==> config.mk <==
export PLATFORM = sky130hd
export DESIGN_NAME = fat32_directory_search_chain_walk
export DESIGN_NICKNAME = d
export VERILOG_FILES = /design/src/design/fdsc_pkg.sv /design/src/design/fat32_directory_search_chain_walk.sv /design/src/design/fdsc_entry_stage.sv /design/src/design/fdsc_position_stage.sv
export SDC_FILE = /design/constraint.sdc
export NUM_CORES = 1
export LEC_CHECK = 0
export BUFFER_PORTS_ARGS = -buffer_cell sky130_fd_sc_hd__buf_4
export CAP_MARGIN = 0
export CORE_MARGIN = 3
export CORE_UTILIZATION = 46
export CTS_CLUSTER_DIAMETER = 60
export DETAILED_ROUTE_END_ITERATION = 6
export GPL_ROUTABILITY_DRIVEN = 1
export HOLD_SLACK_MARGIN = 0.1
export PLACE_DENSITY_LB_ADDON = 0.2
export SETUP_SLACK_MARGIN = 0.15
export SYNTH_ARGS = -nofsm -noshare
export SYNTH_HDL_FRONTEND = slang
export SYNTH_HIERARCHICAL = 1
export SYNTH_SLANG_ARGS = --single-unit
==> constraint.sdc <==
create_clock -name clk_i -period 6.65 [get_ports clk_i]
set_input_delay 1.995 -clock clk_i [delete_from_list [all_inputs] [get_ports clk_i]]
set_output_delay 1.995 -clock clk_i [all_outputs]
set_load 0.05 [all_outputs]
==> src/design/fdsc_pkg.sv <==
// ----------------------------------------------------------------------------
// FAT32 directory search package
// Shared command and status codes, attribute constants and the record that
// passes from the entry stage to the position stage.
// ----------------------------------------------------------------------------
`default_nettype none

package fdsc_pkg;

  typedef enum logic [1:0] {
    CMD_START = 2'd0,
    CMD_ENTRY = 2'd1,
    CMD_FAT   = 2'd2
  } cmd_e;

  typedef enum logic [2:0] {
    ST_STARTED   = 3'd0,
    ST_SKIPPED   = 3'd1,
    ST_NONMATCH  = 3'd2,
    ST_MATCH     = 3'd3,
    ST_DIR_END   = 3'd4,
    ST_NEXT      = 3'd5,
    ST_CHAIN_END = 3'd6,
    ST_AFTER_END = 3'd7
  } status_e;

  localparam logic [2:0] CFG_NAME_BASE    = 3'd0;
  localparam logic [2:0] CFG_NAME_EXT     = 3'd1;
  localparam logic [2:0] CFG_DATA_START   = 3'd2;
  localparam logic [2:0] CFG_CLUSTER_SECS = 3'd3;
  localparam logic [2:0] CFG_FAT_BASE     = 3'd4;

  localparam logic [31:0] FAT_MASK     = 32'h0FFF_FFFF;
  localparam logic [31:0] FAT_EOC      = 32'h0FFF_FFF8;
  localparam logic [7:0]  NAME_END     = 8'h00;
  localparam logic [7:0]  NAME_DELETED = 8'hE5;
  localparam logic [7:0]  ATTR_LFN     = 8'h0F;
  localparam logic [7:0]  ATTR_VOL     = 8'h08;
  localparam logic [7:0]  ATTR_DIR     = 8'h10;

  typedef struct packed {
    status_e     status;
    logic [31:0] cluster;
    logic [31:0] size;
    logic        is_dir;
  } stage_t;

endpackage

`default_nettype wire

==> src/design/fat32_directory_search_chain_walk.sv <==
// ----------------------------------------------------------------------------
// FAT32 directory search and cluster chain walk
// Follows a lookup through a FAT32 directory: start items, directory entries
// and allocation table words go in, and one result word comes out per item.
//
// The input channel (in_valid_i/in_ready_o) takes start, entry and FAT words.
// The output channel (out_valid_o/out_ready_i) returns one word per input
// word, in order, with the status, current cluster, its data sector and the
// location of its table word. The entry stage decides and updates the lookup
// state when a word is accepted; the position stage then forms the sector
// numbers with one 32 by 8 bit multiply. A result word passes through the
// entry stage register and then the result register, and one word per cycle
// is sustained while the receiver takes each word.
// When the receiver stalls, the result register holds and the entry stage
// still takes one more word; further words wait until the output drains.
// Reset clears the current cluster and lookup flags and loads the register
// defaults, one sector per cluster and all else zero. The user must write
// registers through cfg_we_i only while no word is in flight; not enforced.
// ----------------------------------------------------------------------------
`default_nettype none

module fat32_directory_search_chain_walk #(
  parameter int unsigned SECTOR_BYTES = 512
) (
  input  wire logic        clk_i,
  input  wire logic        rst_ni,
  input  wire logic        cfg_we_i,
  input  wire logic [2:0]  cfg_idx_i,
  input  wire logic [63:0] cfg_wdata_i,
  input  wire logic        in_valid_i,
  output logic             in_ready_o,
  input  wire logic [1:0]  cmd_i,
  input  wire logic [31:0] cluster_in_i,
  input  wire logic [63:0] entry_name_base_i,
  input  wire logic [23:0] entry_name_ext_i,
  input  wire logic [7:0]  entry_attr_i,
  input  wire logic [31:0] entry_size_i,
  output logic             out_valid_o,
  input  wire logic        out_ready_i,
  output logic [2:0]       status_o,
  output logic [31:0]      cluster_out_o,
  output logic [31:0]      cluster_lba_o,
  output logic [31:0]      table_sector_o,
  output logic [8:0]       table_offset_o,
  output logic [31:0]      size_out_o,
  output logic             is_dir_o
);

  logic [63:0] name_base_q;
  logic [23:0] name_ext_q;
  logic [31:0] data_start_q;
  logic [7:0]  clus_secs_q;
  logic [15:0] fat_base_q;

  logic s1_valid_q, out_valid_q;
  logic advance, load_s1;
  fdsc_pkg::stage_t s1_rec;

  assign advance    = !out_valid_q || out_ready_i;
  assign in_ready_o = !s1_valid_q || advance;
  assign load_s1    = in_valid_i && in_ready_o;

  always_ff @(posedge clk_i or negedge rst_ni) begin
    if (!rst_ni) begin
      name_base_q  <= 64'd0;
      name_ext_q   <= 24'd0;
      data_start_q <= 32'd0;
      clus_secs_q  <= 8'd1;
      fat_base_q   <= 16'd0;
    end else if (cfg_we_i) begin
      case (cfg_idx_i)
        fdsc_pkg::CFG_NAME_BASE:    name_base_q  <= cfg_wdata_i;
        fdsc_pkg::CFG_NAME_EXT:     name_ext_q   <= cfg_wdata_i[23:0];
        fdsc_pkg::CFG_DATA_START:   data_start_q <= cfg_wdata_i[31:0];
        fdsc_pkg::CFG_CLUSTER_SECS: clus_secs_q  <= cfg_wdata_i[7:0];
        fdsc_pkg::CFG_FAT_BASE:     fat_base_q   <= cfg_wdata_i[15:0];
        default: ;
      endcase
    end
  end

  always_ff @(posedge clk_i or negedge rst_ni) begin
    if (!rst_ni) begin
      s1_valid_q  <= 1'b0;
      out_valid_q <= 1'b0;
    end else begin
      if (in_ready_o) begin
        s1_valid_q <= in_valid_i;
      end
      if (advance) begin
        out_valid_q <= s1_valid_q;
      end
    end
  end

  fdsc_entry_stage u_entry (
    .clk_i              (clk_i),
    .rst_ni             (rst_ni),
    .load_i             (load_s1),
    .cmd_i              (cmd_i),
    .cluster_in_i       (cluster_in_i),
    .entry_name_base_i  (entry_name_base_i),
    .entry_name_ext_i   (entry_name_ext_i),
    .entry_attr_i       (entry_attr_i),
    .entry_size_i       (entry_size_i),
    .target_name_base_i (name_base_q),
    .target_name_ext_i  (name_ext_q),
    .stage_o            (s1_rec)
  );

  fdsc_position_stage #(
    .SECTOR_BYTES (SECTOR_BYTES)
  ) u_position (
    .clk_i               (clk_i),
    .load_i              (advance && s1_valid_q),
    .stage_i             (s1_rec),
    .data_start_sector_i (data_start_q),
    .cluster_sectors_i   (clus_secs_q),
    .fat_base_sector_i   (fat_base_q),
    .status_o            (status_o),
    .cluster_out_o       (cluster_out_o),
    .cluster_lba_o       (cluster_lba_o),
    .table_sector_o      (table_sector_o),
    .table_offset_o      (table_offset_o),
    .size_out_o          (size_out_o),
    .is_dir_o            (is_dir_o)
  );

  assign out_valid_o = out_valid_q;

  a_ready_when_drained: assert property (@(posedge clk_i) disable iff (!rst_ni)
    !out_valid_o |-> in_ready_o)
    else $error("input stalled while the output register is empty");

  a_size_only_on_match: assert property (@(posedge clk_i) disable iff (!rst_ni)
    (out_valid_o && (status_o != fdsc_pkg::ST_MATCH)) |-> (size_out_o == 32'd0 && !is_dir_o))
    else $error("size or directory flag reported without a match");

  a_no_cluster_no_position: assert property (@(posedge clk_i) disable iff (!rst_ni)
    (out_valid_o && (cluster_out_o == 32'd0)) |->
    (cluster_lba_o == 32'd0 && table_sector_o == 32'd0 && table_offset_o == 9'd0))
    else $error("position reported for cluster zero");

  a_chain_end_clears: assert property (@(posedge clk_i) disable iff (!rst_ni)
    (out_valid_o && (status_o == fdsc_pkg::ST_CHAIN_END)) |-> (cluster_out_o == 32'd0))
    else $error("chain end with a nonzero cluster");

endmodule

`default_nettype wire

==> src/design/fdsc_entry_stage.sv <==
// ----------------------------------------------------------------------------
// FAT32 directory search entry stage
// Classifies each accepted item, updates the lookup state and registers the
// status, current cluster, size and directory flag for the position stage.
// ----------------------------------------------------------------------------
`default_nettype none

module fdsc_entry_stage (
  input  wire logic           clk_i,
  input  wire logic           rst_ni,
  input  wire logic           load_i,
  input  wire logic [1:0]     cmd_i,
  input  wire logic [31:0]    cluster_in_i,
  input  wire logic [63:0]    entry_name_base_i,
  input  wire logic [23:0]    entry_name_ext_i,
  input  wire logic [7:0]     entry_attr_i,
  input  wire logic [31:0]    entry_size_i,
  input  wire logic [63:0]    target_name_base_i,
  input  wire logic [23:0]    target_name_ext_i,
  output fdsc_pkg::stage_t    stage_o
);

  logic [31:0]      cur_q, cur_d;
  logic             match_q, match_d;
  logic             ended_q, ended_d;
  fdsc_pkg::stage_t rec_d;
  fdsc_pkg::stage_t rec_q;
  logic [7:0]       first_byte;
  logic [31:0]      fat_val;

  assign first_byte = entry_name_base_i[7:0];
  assign fat_val    = cluster_in_i & fdsc_pkg::FAT_MASK;

  always_comb begin
    cur_d         = cur_q;
    match_d       = match_q;
    ended_d       = ended_q;
    rec_d.status  = fdsc_pkg::ST_AFTER_END;
    rec_d.size    = 32'd0;
    rec_d.is_dir  = 1'b0;
    case (cmd_i)
      fdsc_pkg::CMD_START: begin
        cur_d        = cluster_in_i;
        match_d      = 1'b0;
        ended_d      = 1'b0;
        rec_d.status = fdsc_pkg::ST_STARTED;
      end
      fdsc_pkg::CMD_ENTRY: begin
        if (ended_q) begin
          rec_d.status = fdsc_pkg::ST_AFTER_END;
        end else if (first_byte == fdsc_pkg::NAME_END) begin
          ended_d      = 1'b1;
          rec_d.status = fdsc_pkg::ST_DIR_END;
        end else if ((first_byte == fdsc_pkg::NAME_DELETED) ||
                     (entry_attr_i == fdsc_pkg::ATTR_LFN) ||
                     ((entry_attr_i & fdsc_pkg::ATTR_VOL) != 8'd0)) begin
          rec_d.status = fdsc_pkg::ST_SKIPPED;
        end else if (!match_q && (entry_name_base_i == target_name_base_i) &&
                     (entry_name_ext_i == target_name_ext_i)) begin
          match_d      = 1'b1;
          cur_d        = cluster_in_i;
          rec_d.status = fdsc_pkg::ST_MATCH;
          rec_d.size   = entry_size_i;
          rec_d.is_dir = (entry_attr_i & fdsc_pkg::ATTR_DIR) != 8'd0;
        end else begin
          rec_d.status = fdsc_pkg::ST_NONMATCH;
        end
      end
      fdsc_pkg::CMD_FAT: begin
        if (cur_q == 32'd0) begin
          rec_d.status = fdsc_pkg::ST_AFTER_END;
        end else if (fat_val >= fdsc_pkg::FAT_EOC) begin
          cur_d        = 32'd0;
          rec_d.status = fdsc_pkg::ST_CHAIN_END;
        end else begin
          cur_d        = fat_val;
          rec_d.status = fdsc_pkg::ST_NEXT;
        end
      end
      default: begin
        rec_d.status = fdsc_pkg::ST_AFTER_END;
      end
    endcase
    rec_d.cluster = cur_d;
  end

  always_ff @(posedge clk_i or negedge rst_ni) begin
    if (!rst_ni) begin
      cur_q   <= 32'd0;
      match_q <= 1'b0;
      ended_q <= 1'b0;
    end else if (load_i) begin
      cur_q   <= cur_d;
      match_q <= match_d;
      ended_q <= ended_d;
    end
  end

  always_ff @(posedge clk_i) begin
    if (load_i) begin
      rec_q <= rec_d;
    end
  end

  assign stage_o = rec_q;

endmodule

`default_nettype wire

==> src/design/fdsc_position_stage.sv <==
// ----------------------------------------------------------------------------
// FAT32 directory search position stage
// Turns the current cluster into its data sector and the sector and byte
// offset of its allocation table word, and holds the result register.
// ----------------------------------------------------------------------------
`default_nettype none

module fdsc_position_stage #(
  parameter int unsigned SECTOR_BYTES = 512
) (
  input  wire logic           clk_i,
  input  wire logic           load_i,
  input  fdsc_pkg::stage_t    stage_i,
  input  wire logic [31:0]    data_start_sector_i,
  input  wire logic [7:0]     cluster_sectors_i,
  input  wire logic [15:0]    fat_base_sector_i,
  output logic [2:0]          status_o,
  output logic [31:0]         cluster_out_o,
  output logic [31:0]         cluster_lba_o,
  output logic [31:0]         table_sector_o,
  output logic [8:0]          table_offset_o,
  output logic [31:0]         size_out_o,
  output logic                is_dir_o
);

  localparam int unsigned SectShift = $clog2(SECTOR_BYTES);

  logic [31:0] clus;
  logic [31:0] clus_m2;
  logic [31:0] prod;
  logic [31:0] byte_off;
  logic        none;
  logic [31:0] lba_d, sec_d;
  logic [8:0]  off_d;

  logic [2:0]  status_q;
  logic [31:0] cluster_q, lba_q, sec_q, size_q;
  logic [8:0]  off_q;
  logic        is_dir_q;

  assign clus     = stage_i.cluster;
  assign none     = (clus == 32'd0);
  assign clus_m2  = clus - 32'd2;
  assign prod     = clus_m2 * {24'd0, cluster_sectors_i};
  assign byte_off = {clus[29:0], 2'b00};

  always_comb begin
    lba_d = data_start_sector_i + prod;
    sec_d = {16'd0, fat_base_sector_i} + (byte_off >> SectShift);
    off_d = byte_off[8:0];
    if (none) begin
      lba_d = 32'd0;
      sec_d = 32'd0;
      off_d = 9'd0;
    end
  end

  always_ff @(posedge clk_i) begin
    if (load_i) begin
      status_q  <= stage_i.status;
      cluster_q <= clus;
      lba_q     <= lba_d;
      sec_q     <= sec_d;
      off_q     <= off_d;
      size_q    <= stage_i.size;
      is_dir_q  <= stage_i.is_dir;
    end
  end

  assign status_o       = status_q;
  assign cluster_out_o  = cluster_q;
  assign cluster_lba_o  = lba_q;
  assign table_sector_o = sec_q;
  assign table_offset_o = off_q;
  assign size_out_o     = size_q;
  assign is_dir_o       = is_dir_q;

endmodule

`default_nettype wire
==> results.rst, run 1 <==
.. list-table::
   :header-rows: 1

   * - Metric
     - Value
   * - CTS clk-pin slew, worst paths
     - 0.06 ns
   * - Max-slew violation count
     - 0
   * - Count of TritonRoute iterations in the first routing pass
     - 5
   * - Status
     - completed
   * - Kind of end point of the critical path
     - flip-flop
   * - Final-layout fill cell count
     - 4434
   * - Port Buf Inserts
     - 360
   * - Transition at the pin with the smallest max-transition slack
     - 1.24 ns
   * - Data required time at the worst endpoint
     - 6.95 ns
   * - Initial DRC Count
     - 1045
   * - Sinks on the clock net
     - 379
   * - Relative slew slack
     - 0.176
   * - Max Cap Viol
     - 0
   * - Largest voltage drop on the vdd net
     - 517 uV
   * - Setup skew after layout
     - 0.0211 ns
   * - Initial Util
     - 0.470
   * - Filler-free cell count of the finished design
     - 3281
   * - Maximum number of pins on one net before global-route repair
     - 90
   * - Maximum level of the CTS H-tree
     - 2
   * - Average via count per standard cell
     - 5.20
   * - Flop and latch count out of synthesis
     - 379
   * - Average wire per standard cell
     - 20.6 um
   * - Portion of total power attributed to combinational logic
     - 0.678
   * - Antenna cell count
     - 0
   * - Largest buffer count on any clock path
     - 3
   * - Power per Cell Area
     - 627 nW/um2
   * - Syn Inst Count
     - 2107
   * - Most Frequent Cell on Critical Path
     - sky130_fd_sc_hd__fa_1
   * - Slowest Stage Delay on Critical Path
     - 0.55 ns
   * - Fraction of final layout cells sized beyond drive strength 1
     - 0.298
   * - Power share of the sequential group
     - 0.195
   * - DR DRC count
     - 0
   * - Final estimated routing congestion in global placement
     - 0.939
   * - Yosys warning count
     - 6
   * - Total setup violations reported at the end of the flow
     - 0
   * - P_int
     - 0.0111 W
   * - Post-layout min period
     - 6.44 ns
   * - TritonCTS clock tree
     - done
   * - Kind of start point of the critical path
     - flip-flop
   * - Number of antenna violations at the first check in global routing
     - 0
   * - Clock group share of total power
     - 0.128
   * - CORE AREA
     - 53100 um2
   * - Nets@finish
     - 3039
   * - Cell total after placement
     - 3188
   * - Floorplan die area
     - 57000 um2
   * - Share of synthesized flip-flops with an asynchronous set or reset
     - 0.475
   * - Cell row count
     - 84
   * - Arrival time at the worst endpoint
     - 6.74 ns
   * - Number of flops mapped to enable cells by yosys
     - 199
   * - Unrepaired setup endpoints after global routing
     - yes
   * - Predominant post-synthesis flop cell
     - sky130_fd_sc_hd__edfxtp_1
   * - Number of vias in the routed layout
     - 17100
   * - Hold Fails Final Rpt
     - 0
   * - Post-synthesis average cell area
     - 11.8 um2
   * - Total Negative Setup Slacks
     - 0 ns
   * - First-pass GRT wire length
     - 103000 um
   * - Net switching share of the total power
     - 0.426
   * - Netlist area before placement
     - 24900 um2
   * - Die width
     - 239 um
   * - Insertion delay of the later-clocked pin in the worst-skew pair
     - 0.58 ns
   * - Post-route fraction of the period consumed by the critical path
     - 0.969
   * - Clock root buffer master
     - sky130_fd_sc_hd__clkbuf_16
   * - DPL Wire Length
     - 52300 um
   * - Largest delay share family, worst path
     - adder cells
   * - Max Fclk
     - 155 MHz
   * - TritonCTS buffer count
     - 43
   * - Number of buffers and inverters on the critical path
     - 6
   * - Top-level I/O count
     - 377
   * - Type of the worst setup path
     - flip-flop to flip-flop
   * - Top routing layer used
     - met4
   * - Routed met2 length
     - 32400 um
   * - Peak fanout along the critical path
     - 4
   * - Net switching power
     - 0.00819 W
   * - Sequential element share of the synthesized area
     - 0.421
   * - Leakage
     - 13.9 nW
   * - Met1 routed wirelength after detailed routing
     - 28400 um
   * - Cell with the biggest individual delay on the critical path
     - sky130_fd_sc_hd__fa_1
   * - Final wirelength
     - 67600 um
   * - Height of the die
     - 239 um
   * - Post-synthesis to final-layout area growth
     - 23.3%
   * - Number of global-route vias before repair
     - 17800
   * - WL met3
     - 4270 um
   * - Total gr overflow
     - 0
   * - Hold WC Path Type
     - flip-flop to flip-flop
   * - Synth cell types
     - 88
   * - Global Route Usage Sum
     - 0.235
   * - Antenna violation net count after detailed routing
     - 0
   * - Hold buffer count at CTS
     - 0
   * - Setup slack on the worst flop-to-flop path
     - 0.21 ns
-- cell type report --
cell class / instances / area [um2] / area share
Sequential cell: 379 / 10500 / 0.341
Clock inverter: 24 / 298 / 0.00969
Multi-Input combinational cell: 1359 / 13100 / 0.427
Clock buffer: 54 / 1170 / 0.0380
Timing Repair Buffer: 490 / 3710 / 0.121
Tap cell: 688 / 861 / 0.0280
Inverter: 287 / 1080 / 0.0351
-- state kept, by name (all words and copies together) (netlist names), 3 cells and up --
name / count
data_start_q: 32
u_position/cluster_lba_o: 32
u_position/table_sector_o: 24
fat_base_q: 16
clus_secs_q: 8
u_entry/cur_q: 32
u_position/table_offset_o: 7
name_base_q: 64
u_entry/stage_o: 68
u_position/size_out_o: 32
u_position/status_o: 3
u_position/cluster_out_o: 32
name_ext_q: 24
-- cells by family after synthesis --
kind of cell | Yosys count | share of synthesized area
multiplexers | 164 | 0.0837
XOR/XNOR | 142 | 0.0517
AND/OR/NAND/NOR | 601 | 0.136
AO/OA/AOI/OAI | 197 | 0.0588
buffers and inverters | 378 | 0.0700
flip-flops | 379 | 0.421
adder cells (fa/ha/maj) | 245 | 0.179
other | 1 | 0.000150
-- synthesized netlist by cell type, types with 4 or more instances --
cell / count / area share
sky130_fd_sc_hd__edfxtp_1: 199 / 0.24
sky130_fd_sc_hd__fa_1: 187 / 0.15
sky130_fd_sc_hd__o21a_1: 12 / 0.0036
sky130_fd_sc_hd__mux2_1: 9 / 0.0041
sky130_fd_sc_hd__nand2_1: 104 / 0.016
sky130_fd_sc_hd__xnor2_1: 93 / 0.033
sky130_fd_sc_hd__dfrtp_1: 179 / 0.18
sky130_fd_sc_hd__a32o_1: 9 / 0.0036
sky130_fd_sc_hd__a21oi_1: 23 / 0.0046
sky130_fd_sc_hd__a21boi_0: 4 / 0.0012
sky130_fd_sc_hd__ha_1: 58 / 0.029
sky130_fd_sc_hd__buf_6: 14 / 0.0063
sky130_fd_sc_hd__nor2_1: 73 / 0.011
sky130_fd_sc_hd__o22ai_1: 8 / 0.0020
sky130_fd_sc_hd__nor4_1: 22 / 0.0055
sky130_fd_sc_hd__a22o_1: 19 / 0.0067
sky130_fd_sc_hd__nand3_1: 13 / 0.0026
sky130_fd_sc_hd__mux2i_1: 19 / 0.0076
sky130_fd_sc_hd__nor2b_1: 139 / 0.035
sky130_fd_sc_hd__buf_4: 15 / 0.0045
sky130_fd_sc_hd__mux2_4: 70 / 0.042
sky130_fd_sc_hd__mux2_2: 66 / 0.030
sky130_fd_sc_hd__a211oi_1: 6 / 0.0018
sky130_fd_sc_hd__nand4_1: 31 / 0.0078
sky130_fd_sc_hd__a221o_1: 13 / 0.0052
sky130_fd_sc_hd__o21bai_1: 15 / 0.0045
sky130_fd_sc_hd__clkbuf_8: 4 / 0.0022
sky130_fd_sc_hd__clkbuf_1: 46 / 0.0069
sky130_fd_sc_hd__a21o_1: 15 / 0.0045
sky130_fd_sc_hd__or4_1: 5 / 0.0015
sky130_fd_sc_hd__o31a_1: 4 / 0.0014
sky130_fd_sc_hd__buf_12: 6 / 0.0048
sky130_fd_sc_hd__nor3_1: 37 / 0.0074
sky130_fd_sc_hd__a31oi_1: 4 / 0.0010
sky130_fd_sc_hd__a2111o_1: 5 / 0.0023
sky130_fd_sc_hd__inv_1: 286 / 0.043
sky130_fd_sc_hd__and3_1: 14 / 0.0035
sky130_fd_sc_hd__or3_1: 4 / 0.0010
sky130_fd_sc_hd__and2_1: 66 / 0.017
sky130_fd_sc_hd__xor2_1: 45 / 0.016
sky130_fd_sc_hd__o21ai_0: 32 / 0.0064
sky130_fd_sc_hd__nand2b_1: 62 / 0.016
-- metal layers --
metal  up-vias  global-route usage
li1       7925                   -
met1      8475               0.312
met2       554               0.384
met3       104              0.0474
met4         0              0.0843
met5         -                   0
-- worst paths after layout --
kind	startpoint	to	cells past startpoint
min in group asynchronous	rst_ni	out_valid_o$_DFFE_PN0P_	1
min	u_entry/stage_o[27]$_SDFFCE_PP0P_	u_position/size_out_o[26]$_DFFE_PP_	0
max in group asynchronous	rst_ni	data_start_q[4]$_DFFE_PN0P_	2
max	u_entry/stage_o[34]$_DFFE_PP_	u_position/cluster_lba_o[28]$_SDFFCE_PN0P_	26
min reg2reg	u_entry/stage_o[27]$_SDFFCE_PP0P_	u_position/size_out_o[26]$_DFFE_PP_	0
max reg2reg	u_entry/stage_o[34]$_DFFE_PP_	u_position/cluster_lba_o[28]$_SDFFCE_PN0P_	26
-- stage by stage --
stage          setup slack, ns  instance area (um2)  total power [W]   util  hold slack (ns)
2_1_floorplan            0.170                25100           0.0122      -            0.400
3_3_place_gp           -0.0249                28900           0.0155  0.544            0.400
3_5_place_dp            -0.103                28900           0.0158  0.544            0.405
4_1_cts                  0.151                30500           0.0186  0.574            0.416
5_1_grt                -0.0417                30700           0.0211  0.579            0.426
6_report                 0.207                30700           0.0192  0.579            0.419
-- power groups by stage --
stage                     clock network, W  registers, W  logic, W
after floorplan                          0       0.00431   0.00794
after global placement                   0       0.00377    0.0118
final                              0.00246       0.00375    0.0130
after detailed placement                 0       0.00379    0.0120
after global routing               0.00260       0.00380    0.0147
after CTS                          0.00251       0.00375    0.0123
-- placed cells by master, fill, tap and decap left out, types with 8 or more instances in the layout --
cell	netlist	final
sky130_fd_sc_hd__and2_1	66	64
sky130_fd_sc_hd__fa_1	187	187
sky130_fd_sc_hd__nand4_1	31	31
sky130_fd_sc_hd__a21o_1	15	15
sky130_fd_sc_hd__o21ai_0	32	28
sky130_fd_sc_hd__nor4_1	22	19
sky130_fd_sc_hd__clkinv_2	0	9
sky130_fd_sc_hd__dfrtp_1	179	179
sky130_fd_sc_hd__edfxtp_1	199	199
sky130_fd_sc_hd__o22ai_1	8	8
sky130_fd_sc_hd__a21oi_1	23	20
sky130_fd_sc_hd__ha_1	58	53
sky130_fd_sc_hd__a22o_1	19	19
sky130_fd_sc_hd__mux2_4	70	70
sky130_fd_sc_hd__and3_1	14	14
sky130_fd_sc_hd__o21bai_1	15	13
sky130_fd_sc_hd__nor2_1	73	71
sky130_fd_sc_hd__a221o_1	13	13
sky130_fd_sc_hd__mux2_1	9	9
sky130_fd_sc_hd__nor3_1	37	35
sky130_fd_sc_hd__conb_1	1	10
sky130_fd_sc_hd__nand3_1	13	12
sky130_fd_sc_hd__clkbuf_16	0	44
sky130_fd_sc_hd__inv_1	286	283
sky130_fd_sc_hd__mux2i_1	19	19
sky130_fd_sc_hd__xor2_1	45	42
sky130_fd_sc_hd__nand2_1	104	100
sky130_fd_sc_hd__xnor2_1	93	89
sky130_fd_sc_hd__nor2b_1	139	133
sky130_fd_sc_hd__mux2_2	66	66
sky130_fd_sc_hd__a32o_1	9	9
sky130_fd_sc_hd__buf_4	15	485
sky130_fd_sc_hd__nand2b_1	62	59
sky130_fd_sc_hd__o21a_1	12	12
-- worst reg2reg max path: stages, from the launching register on --
cell,delay (ns)
sky130_fd_sc_hd__edfxtp_1,0.44
sky130_fd_sc_hd__inv_2,0.11
sky130_fd_sc_hd__ha_4,0.13
sky130_fd_sc_hd__nor3b_4,0.24
sky130_fd_sc_hd__nand2_2,0.12
sky130_fd_sc_hd__or4_4,0.46
sky130_fd_sc_hd__xor2_4,0.18
sky130_fd_sc_hd__nand2b_4,0.15
sky130_fd_sc_hd__fa_1,0.51
sky130_fd_sc_hd__inv_1,0.05
sky130_fd_sc_hd__fa_1,0.49
sky130_fd_sc_hd__fa_1,0.55
sky130_fd_sc_hd__inv_1,0.05
sky130_fd_sc_hd__fa_1,0.49
sky130_fd_sc_hd__inv_2,0.05
sky130_fd_sc_hd__ha_4,0.21
sky130_fd_sc_hd__a21o_1,0.15
sky130_fd_sc_hd__a21o_1,0.17
sky130_fd_sc_hd__a221o_1,0.35
sky130_fd_sc_hd__a221o_1,0.35
sky130_fd_sc_hd__a31oi_2,0.17
sky130_fd_sc_hd__buf_4,0.16
sky130_fd_sc_hd__o21bai_2,0.09
sky130_fd_sc_hd__o21ai_1,0.16
sky130_fd_sc_hd__buf_4,0.13
sky130_fd_sc_hd__xor2_1,0.14
sky130_fd_sc_hd__nor2_1,0.07
-- timing repair --
action,CTS,global route
resized for setup,22,39
setup endpoints to repair,9,10
pin swaps,16,29
setup buffers,5,10
No activity file was read; power rests on OpenSTA's default activity.
==> run 2, diff against run 1 <==
==> constraint.sdc (replaced) <==
create_clock -name clk_i -period 6.65 [get_ports clk_i]
set_input_delay 1.6625 -clock clk_i [delete_from_list [all_inputs] [get_ports clk_i]]
set_output_delay 1.6625 -clock clk_i [all_outputs]
set_load 0.05 [all_outputs]
==> run 2 against run 1 <==
Against the previous run: via count rose by 0.35%; cell area fell by 0.24%; count of clock-buffer cells in the layout did not move; final cell count fell by 0.37%; total power fell by 0.97%; clock skew rose by 0.0045 ns; worst setup slack got worse by 0.044 ns; first-iteration DRC count rose by 15%; global-route usage rose by 0.14 points; critical path type unchanged; largest cell class unchanged; highest routed layer unchanged.
==> results.rst, run 2 (synthesis results as in run 1) <==
.. list-table::
   :header-rows: 1

   * - Metric
     - Value
   * - Met2 usage
     - 0.393
   * - DR DRC count
     - 0
   * - TritonCTS buffer count
     - 42
   * - Transition at the pin with the smallest max-transition slack
     - 1.24 ns
   * - Number of global-route vias before repair
     - 17800
   * - Arrival time at the worst endpoint
     - 6.78 ns
   * - GR peak layer
     - met2
   * - Max Fclk
     - 154 MHz
   * - Kind of end point of the critical path
     - flip-flop
   * - Type of the worst setup path
     - flip-flop to flip-flop
   * - Total setup violations reported at the end of the flow
     - 0
   * - CTS clk-pin slew, worst paths
     - 0.06 ns
   * - Number of vias in the routed layout
     - 17100
   * - Top-level I/O count
     - 377
   * - Maximum number of pins on one net before global-route repair
     - 99
   * - Least setup slack across all paths after layout
     - 0.163 ns
   * - Data required time at the worst endpoint
     - 6.95 ns
   * - Peak fanout along the critical path
     - 6
   * - Setup skew after layout
     - 0.0257 ns
   * - Commonest non-fill, non-tap cell in the layout
     - sky130_fd_sc_hd__buf_4
   * - Power per Cell Area
     - 622 nW/um2
   * - Leakage
     - 13.8 nW
   * - DPL Wire Length
     - 52400 um
   * - Port Buf Inserts
     - 360
   * - Fraction of final layout cells sized beyond drive strength 1
     - 0.294
   * - Worst slack at placement
     - -0.103 ns
   * - Max Cap Viol
     - 0
   * - TritonCTS clock tree
     - done
   * - Final wirelength
     - 67700 um
   * - Maximum level of the CTS H-tree
     - 2
   * - Flip-flop count of the largest register after layout
     - 68
   * - Status
     - completed
   * - Initial DRC Count
     - 1204
   * - Antenna cell count
     - 0
   * - Cell total after placement
     - 3184
   * - Final estimated routing congestion in global placement
     - 0.948
   * - Filler-free cell count of the finished design
     - 3269
   * - Average wire per standard cell
     - 20.7 um
   * - Floorplan die area
     - 57000 um2
   * - Commonest cells after routing, fill and taps aside
     - 475 x sky130_fd_sc_hd__buf_4, 284 x sky130_fd_sc_hd__inv_1, 199 x sky130_fd_sc_hd__edfxtp_1, 186 x sky130_fd_sc_hd__fa_1, 179 x sky130_fd_sc_hd__dfrtp_1
   * - CORE AREA
     - 53100 um2
   * - Die width
     - 239 um
   * - Hold_ws
     - 0.407 ns
   * - Post-synthesis to final-layout area growth
     - 23.0%
   * - Global Route Usage Sum
     - 0.236
   * - Unrepaired setup endpoints after global routing
     - yes
   * - Largest voltage drop on the vdd net
     - 437 uV
   * - Hold buffer count at CTS
     - 0
   * - Average via count per standard cell
     - 5.24
   * - Post-route fraction of the period consumed by the critical path
     - 0.975
   * - Global Route met1 Usage
     - 0.316
   * - Relative slew slack
     - 0.172
   * - Hold Fails Final Rpt
     - 0
   * - Final-layout fill cell count
     - 4425
   * - Antenna violation net count after detailed routing
     - 0
   * - Initial Util
     - 0.470
   * - Count of TritonRoute iterations in the first routing pass
     - 5
   * - Number of antenna violations at the first check in global routing
     - 2
   * - First-pass GRT wire length
     - 103000 um
   * - Met3 usage
     - 0.0453
   * - Height of the die
     - 239 um
   * - Nets@finish
     - 3027
   * - Sinks on the clock net
     - 379
   * - Total gr overflow
     - 0
   * - Kind of start point of the critical path
     - flip-flop
   * - Setup slack on the worst flop-to-flop path
     - 0.16 ns
   * - Total Negative Setup Slacks
     - 0 ns
   * - Max-slew violation count
     - 0
   * - Clock root buffer master
     - sky130_fd_sc_hd__clkbuf_16
   * - Hold WC Path Type
     - flip-flop to flip-flop
   * - Largest buffer count on any clock path
     - 3
   * - Post-layout min period
     - 6.49 ns
   * - Insertion delay of the later-clocked pin in the worst-skew pair
     - 0.57 ns
   * - Cell row count
     - 84
run 2: cell types whose count changed in the layout (fill, tap and decap cells not counted), moves of 3 or more:
cell                         previous run  this run
sky130_fd_sc_hd__buf_4                485       475
sky130_fd_sc_hd__clkbuf_1               7         4
sky130_fd_sc_hd__clkbuf_8               4         7
sky130_fd_sc_hd__clkinv_2               9         4
sky130_fd_sc_hd__clkinvlp_4             1         4
sky130_fd_sc_hd__inv_8                  3         0
run 2: final cells by class:
| type | count | area, um2 | share of cell area |
|---|---|---|---|
| multi-input combinational | 1359 | 13100 | 0.428 |
| sequential | 379 | 10500 | 0.342 |
| timing repair buffer | 479 | 3620 | 0.118 |
| clock buffer | 54 | 1200 | 0.0391 |
| inverter | 287 | 1080 | 0.0351 |
| tap | 688 | 861 | 0.0281 |
| clock inverter | 23 | 302 | 0.00984 |
run 2: final timing paths:
| path | depth (start not counted) | endpoint | from |
|---|---|---|---|
| max in group asynchronous | 2 | name_ext_q[21]$_DFFE_PN0P_ | rst_ni |
| min in group asynchronous | 1 | s1_valid_q$_DFFE_PN0P_ | rst_ni |
| setup / recovery | 24 | u_position/cluster_lba_o[31]$_SDFFCE_PN0P_ | u_entry/stage_o[34]$_DFFE_PP_ |
| hold / removal | 0 | u_position/size_out_o[16]$_DFFE_PP_ | u_entry/stage_o[17]$_SDFFCE_PP0P_ |
| hold reg to reg | 0 | u_position/size_out_o[16]$_DFFE_PP_ | u_entry/stage_o[17]$_SDFFCE_PP0P_ |
| setup reg to reg | 24 | u_position/cluster_lba_o[31]$_SDFFCE_PN0P_ | u_entry/stage_o[34]$_DFFE_PP_ |
run 2: what timing repair did:
action                     in CTS  in global routing
setup endpoints to repair       7                 11
pin swaps                      13                 20
setup buffers                   4                  4
resized for setup              18                 33
run 2: per-stage QoR:
step           area (um2)  power, W  utilization
2_1_floorplan       25100    0.0122            -
3_3_place_gp        28800    0.0155        0.543
3_5_place_dp        28800    0.0158        0.543
4_1_cts             30500    0.0186        0.574
5_1_grt             30600    0.0209        0.577
6_report            30600    0.0191        0.577
run 2: routing by layer:
layer	wire length [um]	part of all wire	vias up
met5	0	0	-
met4	2030	0.030	0
met3	4380	0.065	100
met2	32800	0.48	586
met1	28500	0.42	8530
li1	-	-	7902
run 2: report_power, final:
part	internal [W]	switching, W	total (W)
sequential	0.00346	0.000294	0.00375
clock	0.00148	0.000996	0.00248
combinational	0.00600	0.00683	0.0128
total	0.0109	0.00812	0.0191
run 2: critical path: stages, from the launching register on:
cell	delay, ns
sky130_fd_sc_hd__edfxtp_1	0.44
sky130_fd_sc_hd__or4_4	0.60
sky130_fd_sc_hd__nor2b_4	0.15
sky130_fd_sc_hd__nand2_2	0.08
sky130_fd_sc_hd__or3_4	0.37
sky130_fd_sc_hd__nor3_4	0.21
sky130_fd_sc_hd__xnor2_4	0.20
sky130_fd_sc_hd__buf_6	0.16
sky130_fd_sc_hd__nor2b_2	0.05
sky130_fd_sc_hd__fa_2	0.57
sky130_fd_sc_hd__fa_1	0.42
sky130_fd_sc_hd__fa_1	0.49
sky130_fd_sc_hd__inv_1	0.05
sky130_fd_sc_hd__fa_1	0.48
sky130_fd_sc_hd__inv_1	0.04
sky130_fd_sc_hd__ha_2	0.18
sky130_fd_sc_hd__a21o_1	0.17
sky130_fd_sc_hd__a21o_1	0.18
sky130_fd_sc_hd__a21o_1	0.20
sky130_fd_sc_hd__o41a_1	0.45
sky130_fd_sc_hd__or2_4	0.26
sky130_fd_sc_hd__a31oi_4	0.19
sky130_fd_sc_hd__a21oi_2	0.08
sky130_fd_sc_hd__xnor2_1	0.17
sky130_fd_sc_hd__nor2_1	0.06
==> run 3, diff against run 2 <==
CORE_UTILIZATION = 40   (was 46)
GPL_TIMING_DRIVEN = 0   (was default)
==> run 3 against run 2 <==
Against the previous run: the run now ends with setup timing left; wire length rose by 10%; register-to-register slack lost 0.21 ns; utilization is 6.1 points lower; via count is 1.2% higher; first-iteration DRC count is 0.66% higher; clock power grew 4%; hold slack improved by 0.0074 ns; combinational power about the same; clock skew grew 0.0028 ns; non-clock buffer count increased by 14; total power grew 0.88%; critical path depth unchanged.
==> results.rst, run 3 (synthesis results as in run 1) <==
.. list-table::
   :header-rows: 1

   * - Metric
     - Value
   * - Largest buffer count on any clock path
     - 3
   * - TritonCTS clock tree
     - done
   * - Insertion delay of the later-clocked pin in the worst-skew pair
     - 0.59 ns
   * - Power per Cell Area
     - 611 nW/um2
   * - First-pass GRT wire length
     - 113000 um
   * - Max Cap Viol
     - 0
   * - Fraction of final layout cells sized beyond drive strength 1
     - 0.297
   * - Count of TritonRoute iterations in the first routing pass
     - 7
   * - Max-slew violation count
     - 0
   * - Top-level I/O count
     - 377
   * - Hold Fails Final Rpt
     - 0
   * - Hold buffer count at CTS
     - 0
   * - Routed met2 length
     - 36000 um
   * - Total gr overflow
     - 0
   * - Sinks on the clock net
     - 379
   * - Setup skew after layout
     - 0.0285 ns
   * - Post-synthesis to final-layout area growth
     - 26.4%
   * - Final wirelength
     - 74700 um
   * - Floorplan die area
     - 65300 um2
   * - Final cell utilization of the core
     - 0.516
   * - Hold WC Path Type
     - flip-flop to flip-flop
   * - Arrival time at the worst endpoint
     - 7.02 ns
   * - Leakage
     - 14.0 nW
   * - CTS clk-pin slew, worst paths
     - 0.06 ns
   * - Commonest cells after routing, fill and taps aside
     - 407 x sky130_fd_sc_hd__buf_4, 282 x sky130_fd_sc_hd__inv_1, 199 x sky130_fd_sc_hd__edfxtp_1, 184 x sky130_fd_sc_hd__fa_1, 179 x sky130_fd_sc_hd__dfrtp_1
   * - DPL Wire Length
     - 57900 um
   * - Antenna violation net count after detailed routing
     - 0
   * - Relative slew slack
     - 0.426
   * - Max Fclk
     - 149 MHz
   * - Flip-flop count of the largest register after layout
     - 68
   * - Post-layout min period
     - 6.70 ns
   * - Maximum level of the CTS H-tree
     - 2
   * - Clock root buffer master
     - sky130_fd_sc_hd__clkbuf_16
   * - Cell row count
     - 90
   * - Type of the worst setup path
     - flip-flop to flip-flop
   * - Average via count per standard cell
     - 5.05
   * - Violations in the final reports
     - setup timing
   * - Total setup violations reported at the end of the flow
     - 4
   * - Height of the die
     - 256 um
   * - Peak fanout along the critical path
     - 8
   * - Post-route fraction of the period consumed by the critical path
     - 1.01
   * - Global Route Usage Sum
     - 0.225
   * - Unrepaired setup endpoints after global routing
     - yes
   * - Commonest non-fill, non-tap cell in the layout
     - sky130_fd_sc_hd__buf_4
   * - Kind of end point of the critical path
     - flip-flop
   * - Final estimated routing congestion in global placement
     - 0.910
   * - Worst slack at placement
     - -1.10 ns
   * - Transition at the pin with the smallest max-transition slack
     - 0.862 ns
   * - Average wire per standard cell
     - 21.8 um
   * - Top routing layer used
     - met4
   * - CORE AREA
     - 61000 um2
   * - Initial Util
     - 0.408
   * - TritonCTS buffer count
     - 46
   * - Number of global-route vias before repair
     - 18300
   * - Met1 routed wirelength after detailed routing
     - 31000 um
   * - Final-layout fill cell count
     - 5419
   * - WL met3
     - 4730 um
   * - Number of antenna violations at the first check in global routing
     - 2
   * - Maximum number of pins on one net before global-route repair
     - 123
   * - Total Negative Setup Slacks
     - -0.0900 ns
   * - DR DRC count
     - 0
   * - Largest voltage drop on the vdd net
     - 617 uV
   * - Status
     - finished with violations
   * - Kind of start point of the critical path
     - flip-flop
   * - Nets@finish
     - 3045
   * - Initial DRC Count
     - 1212
   * - Die width
     - 256 um
   * - Port Buf Inserts
     - 358
   * - Data required time at the worst endpoint
     - 6.97 ns
   * - Least setup slack across all paths after layout
     - -0.0468 ns
   * - Number of vias in the routed layout
     - 17300
## run 3: cell types whose count changed in the layout (fill, tap and decap cells not counted), moves of 4 or more
cell                       change
sky130_fd_sc_hd__clkbuf_1     +44
sky130_fd_sc_hd__buf_4        -68
sky130_fd_sc_hd__xor2_4        +4
sky130_fd_sc_hd__buf_12        +6
sky130_fd_sc_hd__buf_16        +4
sky130_fd_sc_hd__buf_6        +17
sky130_fd_sc_hd__xnor2_1       -9
sky130_fd_sc_hd__xnor2_2       +6
sky130_fd_sc_hd__xor2_1        -5
sky130_fd_sc_hd__ha_1          -7
sky130_fd_sc_hd__nor3_1        -4
sky130_fd_sc_hd__ha_4          +7
sky130_fd_sc_hd__clkinv_2      +5
## run 3: routing by layer
metal,up-vias,GRT usage
met5,-,0
met4,0,0.0898
met3,159,0.0434
met2,579,0.375
met1,8647,0.291
li1,7943,-
## run 3: cell type report
cell class / count / area [um2] / area share
multi-input combinational: 1359 / 13500 / 0.429
sequential: 379 / 10500 / 0.333
timing repair buffer: 402 / 3130 / 0.0995
clock buffer: 57 / 1270 / 0.0404
inverter: 287 / 1080 / 0.0343
tap: 828 / 1040 / 0.0329
buffer: 91 / 676 / 0.0215
clock inverter: 28 / 290 / 0.00922
antenna: 2 / 5.00 / 0.000159
## run 3: repair_timing
action | in CTS | in global routing
endpoints found under the setup margin | 18 | 16
pin swaps | 40 | 18
buffers inserted | 36 | 3
resized for setup | 86 | 38
## run 3: worst paths after layout
kind	end	slack, ns	startpoint	cells past startpoint
worst max-delay path	u_position/cluster_lba_o[31]$_SDFFCE_PN0P_	-0.05	u_entry/stage_o[47]$_DFFE_PP_	24
worst min-delay path	u_position/status_o[2]$_DFFE_PP_	0.41	u_entry/stage_o[67]$_DFFE_PP_	0
worst max register to register	u_position/cluster_lba_o[31]$_SDFFCE_PN0P_	-0.05	u_entry/stage_o[47]$_DFFE_PP_	24
max in group asynchronous	name_base_q[52]$_DFFE_PN0P_	4.66	rst_ni	2
worst min register to register	u_position/status_o[2]$_DFFE_PP_	0.41	u_entry/stage_o[67]$_DFFE_PP_	0
min in group asynchronous	out_valid_o$_DFFE_PN0P_	0.99	rst_ni	1
## run 3: critical path, stage by stage (launching register included)
cell                       delay, ns
sky130_fd_sc_hd__edfxtp_1       0.47
sky130_fd_sc_hd__or3_4          0.45
sky130_fd_sc_hd__or3_1          0.36
sky130_fd_sc_hd__buf_6          0.17
sky130_fd_sc_hd__or3_4          0.42
sky130_fd_sc_hd__nor2_4         0.11
sky130_fd_sc_hd__xnor2_2        0.16
sky130_fd_sc_hd__nand2b_4       0.21
sky130_fd_sc_hd__fa_1           0.48
sky130_fd_sc_hd__inv_1          0.05
sky130_fd_sc_hd__fa_1           0.51
sky130_fd_sc_hd__fa_1           0.55
sky130_fd_sc_hd__inv_1          0.05
sky130_fd_sc_hd__fa_1           0.48
sky130_fd_sc_hd__inv_2          0.05
sky130_fd_sc_hd__ha_4           0.23
sky130_fd_sc_hd__a21o_1         0.15
sky130_fd_sc_hd__a21o_1         0.18
sky130_fd_sc_hd__a21o_1         0.18
sky130_fd_sc_hd__o41a_1         0.43
sky130_fd_sc_hd__or2_4          0.28
sky130_fd_sc_hd__a31oi_4        0.20
sky130_fd_sc_hd__a21oi_2        0.09
sky130_fd_sc_hd__xnor2_1        0.14
sky130_fd_sc_hd__nor2_1         0.05
## run 3: stage by stage
stage	instance area [um2]	std cells	total power, W	hold slack, ns
4_1_cts	31300	3428	0.0191	0.418
5_1_grt	31500	3433	0.0211	0.424
3_5_place_dp	28900	3307	0.0149	0.405
3_3_place_gp	28800	3302	0.0148	0.401
2_1_floorplan	25100	2116	0.0122	0.400
6_report	31500	3433	0.0192	0.414
## run 3: report_power, final
group	internal (W)	leakage (nW)	switching (W)
Combinational	0.00594	9.10	0.00694
Sequential	0.00346	4.11	0.000319
Clock	0.00153	0.766	0.00104
